**src/design/afd_pkg.sv**
```systemverilog
// Shared constants, types and helper functions of the accelerometer fall detector.
package afd_pkg;

	// magnitude window
	localparam int WIN_LEN = 32;
	localparam int WIN_AW  = (WIN_LEN > 1) ? $clog2(WIN_LEN) : 1;
	localparam int FILL_W  = $clog2(WIN_LEN + 1);
	localparam int SUM_W   = 16 + WIN_AW;
	localparam int SUMSQ_W = 32 + WIN_AW;
	localparam int MUL_W   = 2 * SUM_W;

	// square root: one result bit per step over a 32-bit radicand
	localparam int ROOT_STEPS = 16;

	// configuration port
	localparam int CFG_AW = 3;
	localparam int CFG_DW = 32;

	localparam logic [CFG_AW-1:0] REG_FREEFALL_LEVEL     = 3'd0;
	localparam logic [CFG_AW-1:0] REG_IMPACT_LEVEL       = 3'd1;
	localparam logic [CFG_AW-1:0] REG_IMPACT_WINDOW_MS   = 3'd2;
	localparam logic [CFG_AW-1:0] REG_STILLNESS_VARIANCE = 3'd3;
	localparam logic [CFG_AW-1:0] REG_STILLNESS_MS       = 3'd4;
	localparam logic [CFG_AW-1:0] REG_RECOVERY_MS        = 3'd5;

	// output phase codes
	localparam logic [1:0] CODE_IDLE      = 2'd0;
	localparam logic [1:0] CODE_FREEFALL  = 2'd1;
	localparam logic [1:0] CODE_IMPACT    = 2'd2;
	localparam logic [1:0] CODE_CONFIRMED = 2'd3;

	typedef struct packed {
		logic [15:0] freefall_level;
		logic [15:0] impact_level;
		logic [15:0] impact_window_ms;
		logic [31:0] stillness_variance;
		logic [15:0] stillness_ms;
		logic [15:0] recovery_ms;
	} cfg_t;

	localparam cfg_t CFG_RESET = '{
		freefall_level:     16'd2048,
		impact_level:       16'd10240,
		impact_window_ms:   16'd300,
		stillness_variance: 32'd4096,
		stillness_ms:       16'd2000,
		recovery_ms:        16'd15000
	};

	// detector phase
	typedef enum logic [3:0] {
		PH_IDLE      = 4'b0001,
		PH_FREEFALL  = 4'b0010,
		PH_IMPACT    = 4'b0100,
		PH_CONFIRMED = 4'b1000
	} phase_t;

	// sequencer
	typedef enum logic [9:0] {
		S_IDLE   = 10'b00_0000_0001,
		S_SQ     = 10'b00_0000_0010,
		S_ROOT   = 10'b00_0000_0100,
		S_DECIDE = 10'b00_0000_1000,
		S_OSQ    = 10'b00_0001_0000,
		S_MSQ    = 10'b00_0010_0000,
		S_PUSH   = 10'b00_0100_0000,
		S_SSQ    = 10'b00_1000_0000,
		S_VAR    = 10'b01_0000_0000,
		S_EMIT   = 10'b10_0000_0000
	} ctl_t;

	function automatic logic [1:0] phase_code(phase_t p);
		logic [1:0] c;
		case (p)
			PH_IDLE:      c = CODE_IDLE;
			PH_FREEFALL:  c = CODE_FREEFALL;
			PH_IMPACT:    c = CODE_IMPACT;
			PH_CONFIRMED: c = CODE_CONFIRMED;
			default:      c = CODE_IDLE;
		endcase
		return c;
	endfunction

	// absolute value; the most negative count maps to 32768
	function automatic logic [15:0] abs16(logic signed [15:0] v);
		logic [15:0] r;
		r = v[15] ? (~v + 16'd1) : v;
		return r;
	endfunction

endpackage

```
**src/design/accel_fall_detector.sv**
```systemverilog
// Top level of the accelerometer fall detector: serial magnitude, window variance, phase control.
//
//  channel  direction  handshake                 payload
//  in       sink       in_valid / in_stall       req_type, accel_x/y/z, time_ms
//  out      source     out_valid / out_stall     detector_state, fall_flag, magnitude
//  cfg      sink       cfg_we                    cfg_index, cfg_data
//
// One beat at a time. A sample's result is registered once the sequencer has squared the axes
// and taken the square root, and in the impact phase updated the window; a clear's result goes
// straight to the output step. The next beat can be taken in the cycle after that. The work is
// done by the shift-add multiplier (one multiplier bit per cycle, for each axis square, window
// entry square and the window sum) and the square root (one result bit per cycle). Reset is
// asynchronous and needs no clearing pass. The next beat is taken while a result waits in the
// output register; a stalled output holds the sequencer in its final step.
module accel_fall_detector
	import afd_pkg::*;
(
	input  logic                clk,
	input  logic                arst_n,
	input  logic                cfg_we,
	input  logic [CFG_AW-1:0]   cfg_index,
	input  logic [CFG_DW-1:0]   cfg_data,
	input  logic                in_valid,
	output logic                in_stall,
	input  logic                req_type,
	input  logic signed [15:0]  accel_x,
	input  logic signed [15:0]  accel_y,
	input  logic signed [15:0]  accel_z,
	input  logic [31:0]         time_ms,
	output logic                out_valid,
	input  logic                out_stall,
	output logic [1:0]          detector_state,
	output logic                fall_flag,
	output logic [15:0]         magnitude
);

	localparam logic [MUL_W-1:0]  N_W      = MUL_W'(WIN_LEN);
	localparam logic [MUL_W-1:0]  NN_W     = MUL_W'(WIN_LEN * WIN_LEN);
	localparam logic [FILL_W-1:0] FILL_MAX = FILL_W'(WIN_LEN);
	localparam logic [FILL_W-1:0] FILL_PRE = FILL_W'(WIN_LEN - 1);
	localparam logic [WIN_AW-1:0] POS_MAX  = WIN_AW'(WIN_LEN - 1);
	localparam logic [3:0]        ITER_END = 4'(ROOT_STEPS - 1);

	cfg_t                 cfg_q;
	ctl_t                 st_q;
	phase_t               phase_q;
	logic [31:0]          ff_stamp_q;
	logic [31:0]          imp_stamp_q;
	logic [31:0]          still_stamp_q;
	logic                 still_trk_q;
	logic [FILL_W-1:0]    fill_q;
	logic [WIN_AW-1:0]    pos_q;
	logic [SUM_W-1:0]     sum_q;
	logic [SUMSQ_W-1:0]   sumsq_q;
	logic [15:0]          window_q [WIN_LEN];
	logic [15:0]          old_q;
	logic signed [15:0]   ax_q [3];
	logic [1:0]           ax_idx_q;
	logic [31:0]          t_q;
	logic [MUL_W-1:0]     mul_a_q;
	logic [SUM_W-1:0]     mul_b_q;
	logic [MUL_W-1:0]     acc_q;
	logic [31:0]          rem_q;
	logic [31:0]          res_q;
	logic [31:0]          bit_q;
	logic [3:0]           iter_q;
	logic [15:0]          mag_q;
	logic                 out_valid_q;
	logic [1:0]           det_state_q;
	logic                 fall_q;
	logic [15:0]          mag_out_q;

	logic                 in_acc;
	logic                 mul_done;
	logic [MUL_W-1:0]     mul_acc_next;
	logic [32:0]          root_trial;
	logic                 root_take;
	logic [31:0]          res_next;
	logic [15:0]          ax_next;
	logic [SUM_W-1:0]     sum_push;
	logic                 fill_full;
	logic [MUL_W-1:0]     var_lhs;
	logic [MUL_W-1:0]     var_rhs;
	logic                 is_still;
	logic [31:0]          ff_gap;
	logic [31:0]          imp_gap;
	logic [31:0]          still_gap;

	// handshake
	assign in_stall  = (st_q != S_IDLE);
	assign in_acc    = in_valid && (st_q == S_IDLE);
	assign out_valid = out_valid_q;
	assign detector_state = det_state_q;
	assign fall_flag = fall_q;
	assign magnitude = mag_out_q;

	// shift-add multiplier step
	assign mul_done     = (mul_b_q == '0);
	assign mul_acc_next = mul_b_q[0] ? (acc_q + mul_a_q) : acc_q;

	// square root step
	assign root_trial = {1'b0, res_q} + {1'b0, bit_q};
	assign root_take  = ({1'b0, rem_q} >= root_trial);
	assign res_next   = root_take ? ((res_q >> 1) + bit_q) : (res_q >> 1);

	// pick the axis that follows the current one
	always_comb begin
		case (ax_idx_q)
			2'd0:    ax_next = abs16(ax_q[1]);
			2'd1:    ax_next = abs16(ax_q[2]);
			default: ax_next = abs16(ax_q[0]);
		endcase
	end

	// window arithmetic
	assign sum_push  = sum_q + SUM_W'(mag_q);
	assign fill_full = (fill_q == FILL_MAX);
	assign var_lhs   = (N_W * MUL_W'(sumsq_q)) - acc_q;
	assign var_rhs   = NN_W * MUL_W'(cfg_q.stillness_variance);
	assign is_still  = (var_lhs < var_rhs);

	// elapsed times, wrapping
	assign ff_gap    = t_q - ff_stamp_q;
	assign imp_gap   = t_q - imp_stamp_q;
	assign still_gap = t_q - still_stamp_q;

	// window store: write on push, read the oldest entry every cycle
	always_ff @(posedge clk) begin
		if (st_q == S_PUSH) begin
			window_q[pos_q] <= mag_q;
		end
		old_q <= window_q[pos_q];
	end

	// sequencer, detector state and output register
	always_ff @(posedge clk or negedge arst_n) begin
		if (!arst_n) begin
			cfg_q         <= CFG_RESET;
			st_q          <= S_IDLE;
			phase_q       <= PH_IDLE;
			ff_stamp_q    <= '0;
			imp_stamp_q   <= '0;
			still_stamp_q <= '0;
			still_trk_q   <= 1'b0;
			fill_q        <= '0;
			pos_q         <= '0;
			sum_q         <= '0;
			sumsq_q       <= '0;
			ax_q[0]       <= '0;
			ax_q[1]       <= '0;
			ax_q[2]       <= '0;
			ax_idx_q      <= '0;
			t_q           <= '0;
			mul_a_q       <= '0;
			mul_b_q       <= '0;
			acc_q         <= '0;
			rem_q         <= '0;
			res_q         <= '0;
			bit_q         <= '0;
			iter_q        <= '0;
			mag_q         <= '0;
			out_valid_q   <= 1'b0;
			det_state_q   <= CODE_IDLE;
			fall_q        <= 1'b0;
			mag_out_q     <= '0;
		end else begin
			// register writes keep the low 16 bits, all 32 for the stillness variance
			if (cfg_we) begin
				case (cfg_index)
					REG_FREEFALL_LEVEL:     cfg_q.freefall_level     <= cfg_data[15:0];
					REG_IMPACT_LEVEL:       cfg_q.impact_level       <= cfg_data[15:0];
					REG_IMPACT_WINDOW_MS:   cfg_q.impact_window_ms   <= cfg_data[15:0];
					REG_STILLNESS_VARIANCE: cfg_q.stillness_variance <= cfg_data[31:0];
					REG_STILLNESS_MS:       cfg_q.stillness_ms       <= cfg_data[15:0];
					REG_RECOVERY_MS:        cfg_q.recovery_ms        <= cfg_data[15:0];
					default: ;
				endcase
			end

			// drop the output beat once taken, unless a new one replaces it
			if (out_valid_q && !out_stall && (st_q != S_EMIT)) begin
				out_valid_q <= 1'b0;
			end

			case (st_q)
				S_IDLE: begin
					if (in_acc) begin
						t_q      <= time_ms;
						ax_q[0]  <= accel_x;
						ax_q[1]  <= accel_y;
						ax_q[2]  <= accel_z;
						ax_idx_q <= 2'd0;
						acc_q    <= '0;
						mul_a_q  <= MUL_W'(abs16(accel_x));
						mul_b_q  <= SUM_W'(abs16(accel_x));
						if (req_type) begin
							phase_q       <= PH_IDLE;
							ff_stamp_q    <= '0;
							imp_stamp_q   <= '0;
							still_stamp_q <= '0;
							still_trk_q   <= 1'b0;
							fill_q        <= '0;
							pos_q         <= '0;
							sum_q         <= '0;
							sumsq_q       <= '0;
							mag_q         <= '0;
							st_q          <= S_EMIT;
						end else begin
							st_q <= S_SQ;
						end
					end
				end

				// accumulate the three axis squares
				S_SQ: begin
					if (!mul_done) begin
						acc_q   <= mul_acc_next;
						mul_a_q <= mul_a_q << 1;
						mul_b_q <= mul_b_q >> 1;
					end else if (ax_idx_q == 2'd2) begin
						rem_q  <= acc_q[31:0];
						res_q  <= '0;
						bit_q  <= 32'h4000_0000;
						iter_q <= '0;
						st_q   <= S_ROOT;
					end else begin
						ax_idx_q <= ax_idx_q + 2'd1;
						mul_a_q  <= MUL_W'(ax_next);
						mul_b_q  <= SUM_W'(ax_next);
					end
				end

				// one result bit per cycle
				S_ROOT: begin
					if (root_take) begin
						rem_q <= rem_q - root_trial[31:0];
					end
					res_q  <= res_next;
					bit_q  <= bit_q >> 2;
					iter_q <= iter_q + 4'd1;
					if (iter_q == ITER_END) begin
						mag_q <= res_next[15:0];
						st_q  <= S_DECIDE;
					end
				end

				S_DECIDE: begin
					case (phase_q)
						PH_IDLE: begin
							if (mag_q < cfg_q.freefall_level) begin
								phase_q    <= PH_FREEFALL;
								ff_stamp_q <= t_q;
							end
							st_q <= S_EMIT;
						end
						PH_FREEFALL: begin
							if (mag_q > cfg_q.impact_level) begin
								phase_q       <= PH_IMPACT;
								imp_stamp_q   <= t_q;
								fill_q        <= '0;
								pos_q         <= '0;
								sum_q         <= '0;
								sumsq_q       <= '0;
								still_stamp_q <= '0;
								still_trk_q   <= 1'b0;
							end else if (ff_gap > 32'(cfg_q.impact_window_ms)) begin
								phase_q <= PH_IDLE;
							end
							st_q <= S_EMIT;
						end
						PH_IMPACT: begin
							acc_q <= '0;
							if (fill_full) begin
								mul_a_q <= MUL_W'(old_q);
								mul_b_q <= SUM_W'(old_q);
								st_q    <= S_OSQ;
							end else begin
								mul_a_q <= MUL_W'(mag_q);
								mul_b_q <= SUM_W'(mag_q);
								st_q    <= S_MSQ;
							end
						end
						default: begin
							st_q <= S_EMIT;
						end
					endcase
				end

				// retire the oldest entry
				S_OSQ: begin
					if (!mul_done) begin
						acc_q   <= mul_acc_next;
						mul_a_q <= mul_a_q << 1;
						mul_b_q <= mul_b_q >> 1;
					end else begin
						sumsq_q <= sumsq_q - acc_q[SUMSQ_W-1:0];
						sum_q   <= sum_q - SUM_W'(old_q);
						acc_q   <= '0;
						mul_a_q <= MUL_W'(mag_q);
						mul_b_q <= SUM_W'(mag_q);
						st_q    <= S_MSQ;
					end
				end

				// add the new square
				S_MSQ: begin
					if (!mul_done) begin
						acc_q   <= mul_acc_next;
						mul_a_q <= mul_a_q << 1;
						mul_b_q <= mul_b_q >> 1;
					end else begin
						sumsq_q <= sumsq_q + acc_q[SUMSQ_W-1:0];
						st_q    <= S_PUSH;
					end
				end

				// store the magnitude and advance the window
				S_PUSH: begin
					sum_q <= sum_push;
					if (!fill_full) begin
						fill_q <= fill_q + FILL_W'(1);
					end
					pos_q <= (pos_q == POS_MAX) ? '0 : (pos_q + WIN_AW'(1));
					if (fill_full || (fill_q == FILL_PRE)) begin
						acc_q   <= '0;
						mul_a_q <= MUL_W'(sum_push);
						mul_b_q <= sum_push;
						st_q    <= S_SSQ;
					end else begin
						st_q <= S_EMIT;
					end
				end

				S_SSQ: begin
					if (!mul_done) begin
						acc_q   <= mul_acc_next;
						mul_a_q <= mul_a_q << 1;
						mul_b_q <= mul_b_q >> 1;
					end else begin
						st_q <= S_VAR;
					end
				end

				// stillness and recovery tests on a full window
				S_VAR: begin
					if (is_still) begin
						if (!still_trk_q) begin
							still_trk_q   <= 1'b1;
							still_stamp_q <= t_q;
						end else if (still_gap >= 32'(cfg_q.stillness_ms)) begin
							phase_q <= PH_CONFIRMED;
						end
					end else begin
						still_trk_q   <= 1'b0;
						still_stamp_q <= '0;
						if (imp_gap > 32'(cfg_q.recovery_ms)) begin
							phase_q <= PH_IDLE;
							fill_q  <= '0;
							pos_q   <= '0;
							sum_q   <= '0;
							sumsq_q <= '0;
						end
					end
					st_q <= S_EMIT;
				end

				// hand the result to the output register
				S_EMIT: begin
					if (!out_valid_q || !out_stall) begin
						out_valid_q <= 1'b1;
						det_state_q <= phase_code(phase_q);
						fall_q      <= (phase_q == PH_CONFIRMED);
						mag_out_q   <= mag_q;
						st_q        <= S_IDLE;
					end
				end

				default: begin
					st_q <= S_IDLE;
				end
			endcase
		end
	end

	// an accepted beat always occupies the sequencer
	a_busy_after_accept: assert property (@(posedge clk) disable iff (!arst_n)
		in_acc |=> (st_q != S_IDLE))
		else $error("sequencer idle right after an accepted beat");

	// confirmed phase is left only through a clear
	a_confirmed_holds: assert property (@(posedge clk) disable iff (!arst_n)
		((phase_q == PH_CONFIRMED) && !(in_acc && req_type)) |=> (phase_q == PH_CONFIRMED))
		else $error("confirmed phase left without a clear");

	// fill count stays within the window
	a_fill_bound: assert property (@(posedge clk) disable iff (!arst_n)
		fill_q <= FILL_MAX)
		else $error("window fill count beyond window length");

	// an empty window carries no sums, apart from the square added just ahead of the first push
	a_empty_sums: assert property (@(posedge clk) disable iff (!arst_n)
		((fill_q == '0) && (st_q != S_PUSH)) |-> ((sum_q == '0) && (sumsq_q == '0)))
		else $error("empty window with nonzero sums");

	// flag matches the reported phase
	a_flag_state: assert property (@(posedge clk) disable iff (!arst_n)
		out_valid_q |-> (fall_q == (det_state_q == CODE_CONFIRMED)))
		else $error("fall flag disagrees with detector state");

endmodule

```
**config.mk**
```make
export PLATFORM = sky130hd
export DESIGN_NAME = accel_fall_detector
export DESIGN_NICKNAME = d
export VERILOG_FILES = /design/src/design/afd_pkg.sv /design/src/design/accel_fall_detector.sv
export SDC_FILE = /design/constraint.sdc
export NUM_CORES = 2
export LEC_CHECK = 0
export ABC_AREA = 1
export BUFFER_PORTS_ARGS = -buffer_cell sky130_fd_sc_hd__clkbuf_2
export CORE_MARGIN = 2
export CORE_UTILIZATION = 53
export DETAILED_ROUTE_END_ITERATION = 6
export GPL_TIMING_DRIVEN = 0
export PLACE_DENSITY = 0.65
export RECOVER_POWER = 50
export SETUP_SLACK_MARGIN = 0.5
export SLEW_MARGIN = 20
export SYNTH_ARGS = -nofsm -noshare
export SYNTH_HDL_FRONTEND = slang
export SYNTH_SLANG_ARGS = --single-unit
```
**constraint.sdc**
```tcl
create_clock -name clk -period 4.7 [get_ports clk]
set_input_delay 0.235 -clock clk [delete_from_list [all_inputs] [get_ports clk]]
set_output_delay 0.235 -clock clk [all_outputs]
set_load 0.03 [all_outputs]
```
==> flow_metrics.env <==
export IMPL_run_status="finished with violations"
export IMPL_violations="design-rule violations, max-capacitance violations, max-slew violations"
export IMPL_top_usage_layer="met2"
export IMPL_tritoncts="built"
export IMPL_final_hold_violation_count=0
export IMPL_clk_latency_ns=0.83
export IMPL_worst_r2r_setup_slack_ns=0.14
export IMPL_worst_r2r_path_depth=25
export IMPL_yosys_cell_count_top_type="sky130_fd_sc_hd__nand2_1"
export IMPL_syn_cell_area_mm2=0.07070
export IMPL_hold_slack_ns=0.07093
export IMPL_cts_reportedPaths_clkPinSlew_ns=0.06
export IMPL_maxSlewViolCount=188
export IMPL_cts_sink_count=1127
export IMPL_synth_xor_area_share_pct=2.911
export IMPL_fin_tns_setup_ns=0
export IMPL_die_area_mm2=0.1363
export IMPL_ys_top_cells_by_count="sky130_fd_sc_hd__nand2_1, sky130_fd_sc_hd__inv_1, sky130_fd_sc_hd__o21ai_0"
export IMPL_crit_type="reg -> reg"
export IMPL_floorplan_rows=134
export IMPL_cp_num_buf_inv=6
export IMPL_synthMuxAreaShare_pct=0.2407
export IMPL_type_of_the_most_critical_hold_path="in -> reg"
export IMPL_worstSetupStartpointType="register"
export IMPL_dp_worst_setup_slack_ns=-1.626
export IMPL_route_detailed_vias_per_inst=5.884
export IMPL_timing_critical_path_depth=25
export IMPL_yosys_warnings=0
export IMPL_worst_slew_pin_transition_ns=2.489
export IMPL_crit_path_max_incr_delay_ns=0.46
export IMPL_ys_seq_elements=1127
export IMPL_timing_fmax_mhz=219.5
export IMPL_synthAdderAreaFrac_pct=7.836
export IMPL_first_global_vias=62880
export IMPL_grt_util_met3_pct=7.180
export IMPL_synth_enable_flop_cells=512
export IMPL_die_height_um=369.2
export IMPL_fillers=11410
export IMPL_timing_rr_start="acc_q[29]"
export IMPL_remaining_antenna_violation_count_after_routing=0
export IMPL_gp_routability_congestion=0.9986
export IMPL_mappedNetlistNets=9555
export IMPL_worst_slack_ns=0.1438
export IMPL_detailroute_via_count=67550
export IMPL_avgSynthCellArea_um2=7.859
export IMPL_finalInstanceArea_mm2=0.08464
export IMPL_cts_inserted_buffers=130
export IMPL_critPathRequiredTime_ns=5.43
export IMPL_worstHoldEndpoint="cfg_q[111]"
export IMPL_layout_nets=10160
export IMPL_synth_largest_type_area_fraction_pct=21.75
export IMPL_final_layout_size_suffix_gt1_share_pct=12.56
export IMPL_vdd_ir_drop_max_mv=0.6722
export IMPL_multiInputGateArea_mm2=0.03699
export IMPL_worst_ep_arrival_time_ns=5.28
export IMPL_antenna_found_initial=21
export IMPL_end_kind="register"
export IMPL_place_hpwl_mm=192.9
export IMPL_critPathSlowestCell="sky130_fd_sc_hd__a2111oi_4"
export IMPL_synth_compound_area_share_pct=16.35
export IMPL_post_route_drc_count=2
export IMPL_post_dr_wirelength_cell_um=22.84
export IMPL_drt_pre_antenna_iters=7
export IMPL_finalSetupViolations=0
export IMPL_htreeDepth=4
export IMPL_power_per_cell_area_mw_per_mm2=753.7
export IMPL_grt_overflow_total=0
export IMPL_critical_path_reg2reg_endpoint="sumsq_q[5]"
export IMPL_final_cells=11480
export IMPL_grt_start_max_net_pins=90
export IMPL_period_share_pct=96.94
export IMPL_skew_ns=0.05725
export IMPL_final_core_utilization_pct=63.66
export IMPL_path_delay_family="simple AND/OR/NAND/NOR gates"
export IMPL_route_final_wire_length_mm=262.2
export IMPL_placed_cells=10950
export IMPL_totalPowerFinal_mw=63.80
export IMPL_synth_seq_area_share_pct=43.44
export IMPL_placed_area_mm2=0.07462
export IMPL_grt_util_met1_pct=53.11
export IMPL_final_min_clock_period_ns=4.556
export IMPL_maximum_fanout_along_the_worst_path=9
export IMPL_sequential_cell_area_mm2=0.03077
export IMPL_async_flop_share_pct=53.15
export IMPL_postSynth_topFlopCell="sky130_fd_sc_hd__dfrtp_1"
export IMPL_synth_simple_gate_area_share_pct=21.48
export IMPL_io_pin_count=142
export IMPL_grt_first_pass_wirelength_mm=383.5
export IMPL_hold_path_startpoint="cfg_we"
export IMPL_initialDrtViolationCount=7920
export IMPL_flow_area_growth_from_synthesis_pct=19.72
export IMPL_number_of_buffers_on_the_longest_clock_path=3
export IMPL_postSynthCellCount=8996
export IMPL_static_leakage_nw=38.10
export IMPL_met2_usage_pct=55.68
export IMPL_dominant_combinational_cell_family_by_area_after_synthesis="simple AND/OR/NAND/NOR gates"
export IMPL_holdPathStages=6
export IMPL_synth_lib_cells_used_distinct=69
export IMPL_chipWidth_um=369.2
export IMPL_initial_core_util_pct=53.18
export IMPL_design_core_area_mm2=0.1330
export IMPL_portBuffers=141
export IMPL_grt_resource_usage_total_pct=37.12
export IMPL_cap_viol_max_count=4
export IMPL_clock_tree_root_cell="sky130_fd_sc_hd__clkbuf_16"
export IMPL_slew_limit_headroom_pct=-65.96
export IMPL_grt_setup_unrepaired="yes"
export IMPL_synth_area_leaders="sky130_fd_sc_hd__edfxtp_1, sky130_fd_sc_hd__dfrtp_1, sky130_fd_sc_hd__nand2_1, sky130_fd_sc_hd__ha_1, sky130_fd_sc_hd__o21ai_0"
export IMPL_yosys_area_top_type="sky130_fd_sc_hd__edfxtp_1"
==> metal layers <==
metal | part of all wire [%] | up-vias
met4 | 4.1 | 14
met2 | 43 | 3327
met5 | 0.031 | -
li1 | - | 31500
met1 | 43 | 32180
met3 | 10 | 532
==> worst max-delay path by stage <==
stage	startpoint	to	slack, ns
floorplan	acc_q[9]	sumsq_q[33]	0.56
global placement	arst_n	still_stamp_q[13]	-11.44
detailed placement	acc_q[9]	sum_q[6]	-1.63
CTS	acc_q[15]	sumsq_q[34]	0.15
global route	acc_q[8]	sumsq_q[7]	-0.02
finish	acc_q[29]	sumsq_q[5]	0.14
==> worst register-to-register path: cells and delay by family (launching register included) <==
family          cells  cell delay (ns)
flops               1             0.42
simple gates       12             1.66
xor+xnor            1             0.20
fa+ha+maj           2             0.63
compound gates      4             0.91
buf+inv             6             0.69
==> logic make-up (layout without fill, tap and decap cells) <==
| kind of cell | count (synthesis) | count (layout) |
|---|---|---|
| AO/OA/AOI/OAI | 2059 | 2059 |
| XOR/XNOR | 235 | 235 |
| adder cells (fa/ha/maj) | 438 | 438 |
| buffers and inverters | 1427 | 2134 |
| flip-flops | 1127 | 1127 |
| multiplexers | 17 | 17 |
| other | 0 | 10 |
| AND/OR/NAND/NOR | 3693 | 3693 |
==> cell usage in the layout (no fill, tap or decap), types with 141 or more instances in the layout <==
cell type,netlist,final
sky130_fd_sc_hd__nor2_1,915,854
sky130_fd_sc_hd__xor2_1,181,173
sky130_fd_sc_hd__edfxtp_1,512,512
sky130_fd_sc_hd__nand2_1,2088,1935
sky130_fd_sc_hd__a21oi_1,527,488
sky130_fd_sc_hd__inv_1,1131,1099
sky130_fd_sc_hd__clkbuf_1,213,259
sky130_fd_sc_hd__nand3_1,359,328
sky130_fd_sc_hd__ha_1,430,393
sky130_fd_sc_hd__dfrtp_1,576,529
sky130_fd_sc_hd__o21ai_0,965,895
sky130_fd_sc_hd__clkbuf_16,0,141
sky130_fd_sc_hd__buf_4,10,156
sky130_fd_sc_hd__o22ai_1,173,173
==> area by class of cell <==
type / count / area share [%]
Inverter: 1160 / 5.280
Tap cell: 1768 / 2.613
Clock buffer: 166 / 4.194
Multi-Input combinational cell: 6442 / 43.70
Timing Repair Buffer: 470 / 4.927
Sequential cell: 1127 / 36.36
Clock inverter: 71 / 1.305
Buffer: 267 / 1.598
Antenna cell: 10 / 0.02956
==> power breakdown <==
| part | internal, mW | total, mW | switching [mW] |
|---|---|---|---|
| combinational | 14.5 | 39.5 | 25.0 |
| clock | 6.36 | 11.0 | 4.62 |
| sequential | 11.6 | 13.3 | 1.67 |
==> flip-flops by register name (all words and copies together), names as in the netlist, 32 cells and up <==
name and flops:
window_q 512, rem_q 32, cfg_q 112, acc_q 42, ax_q 48, ff_stamp_q 32
still_stamp_q 32, mul_a_q 42, res_q 32, imp_stamp_q 32, t_q 32, sumsq_q 37
==> what timing repair did <==
| action | CTS | global route |
|---|---|---|
| endpoints found under the hold margin | 295 | 0 |
| cloned | 3 | 10 |
| pin swaps | 59 | 139 |
| gates resized for setup | 271 | 505 |
| setup endpoints to repair | 186 | 236 |
| buffers inserted | 88 | 82 |
| hold buffers | 105 | 0 |
(Power assumes the default switching activity.)
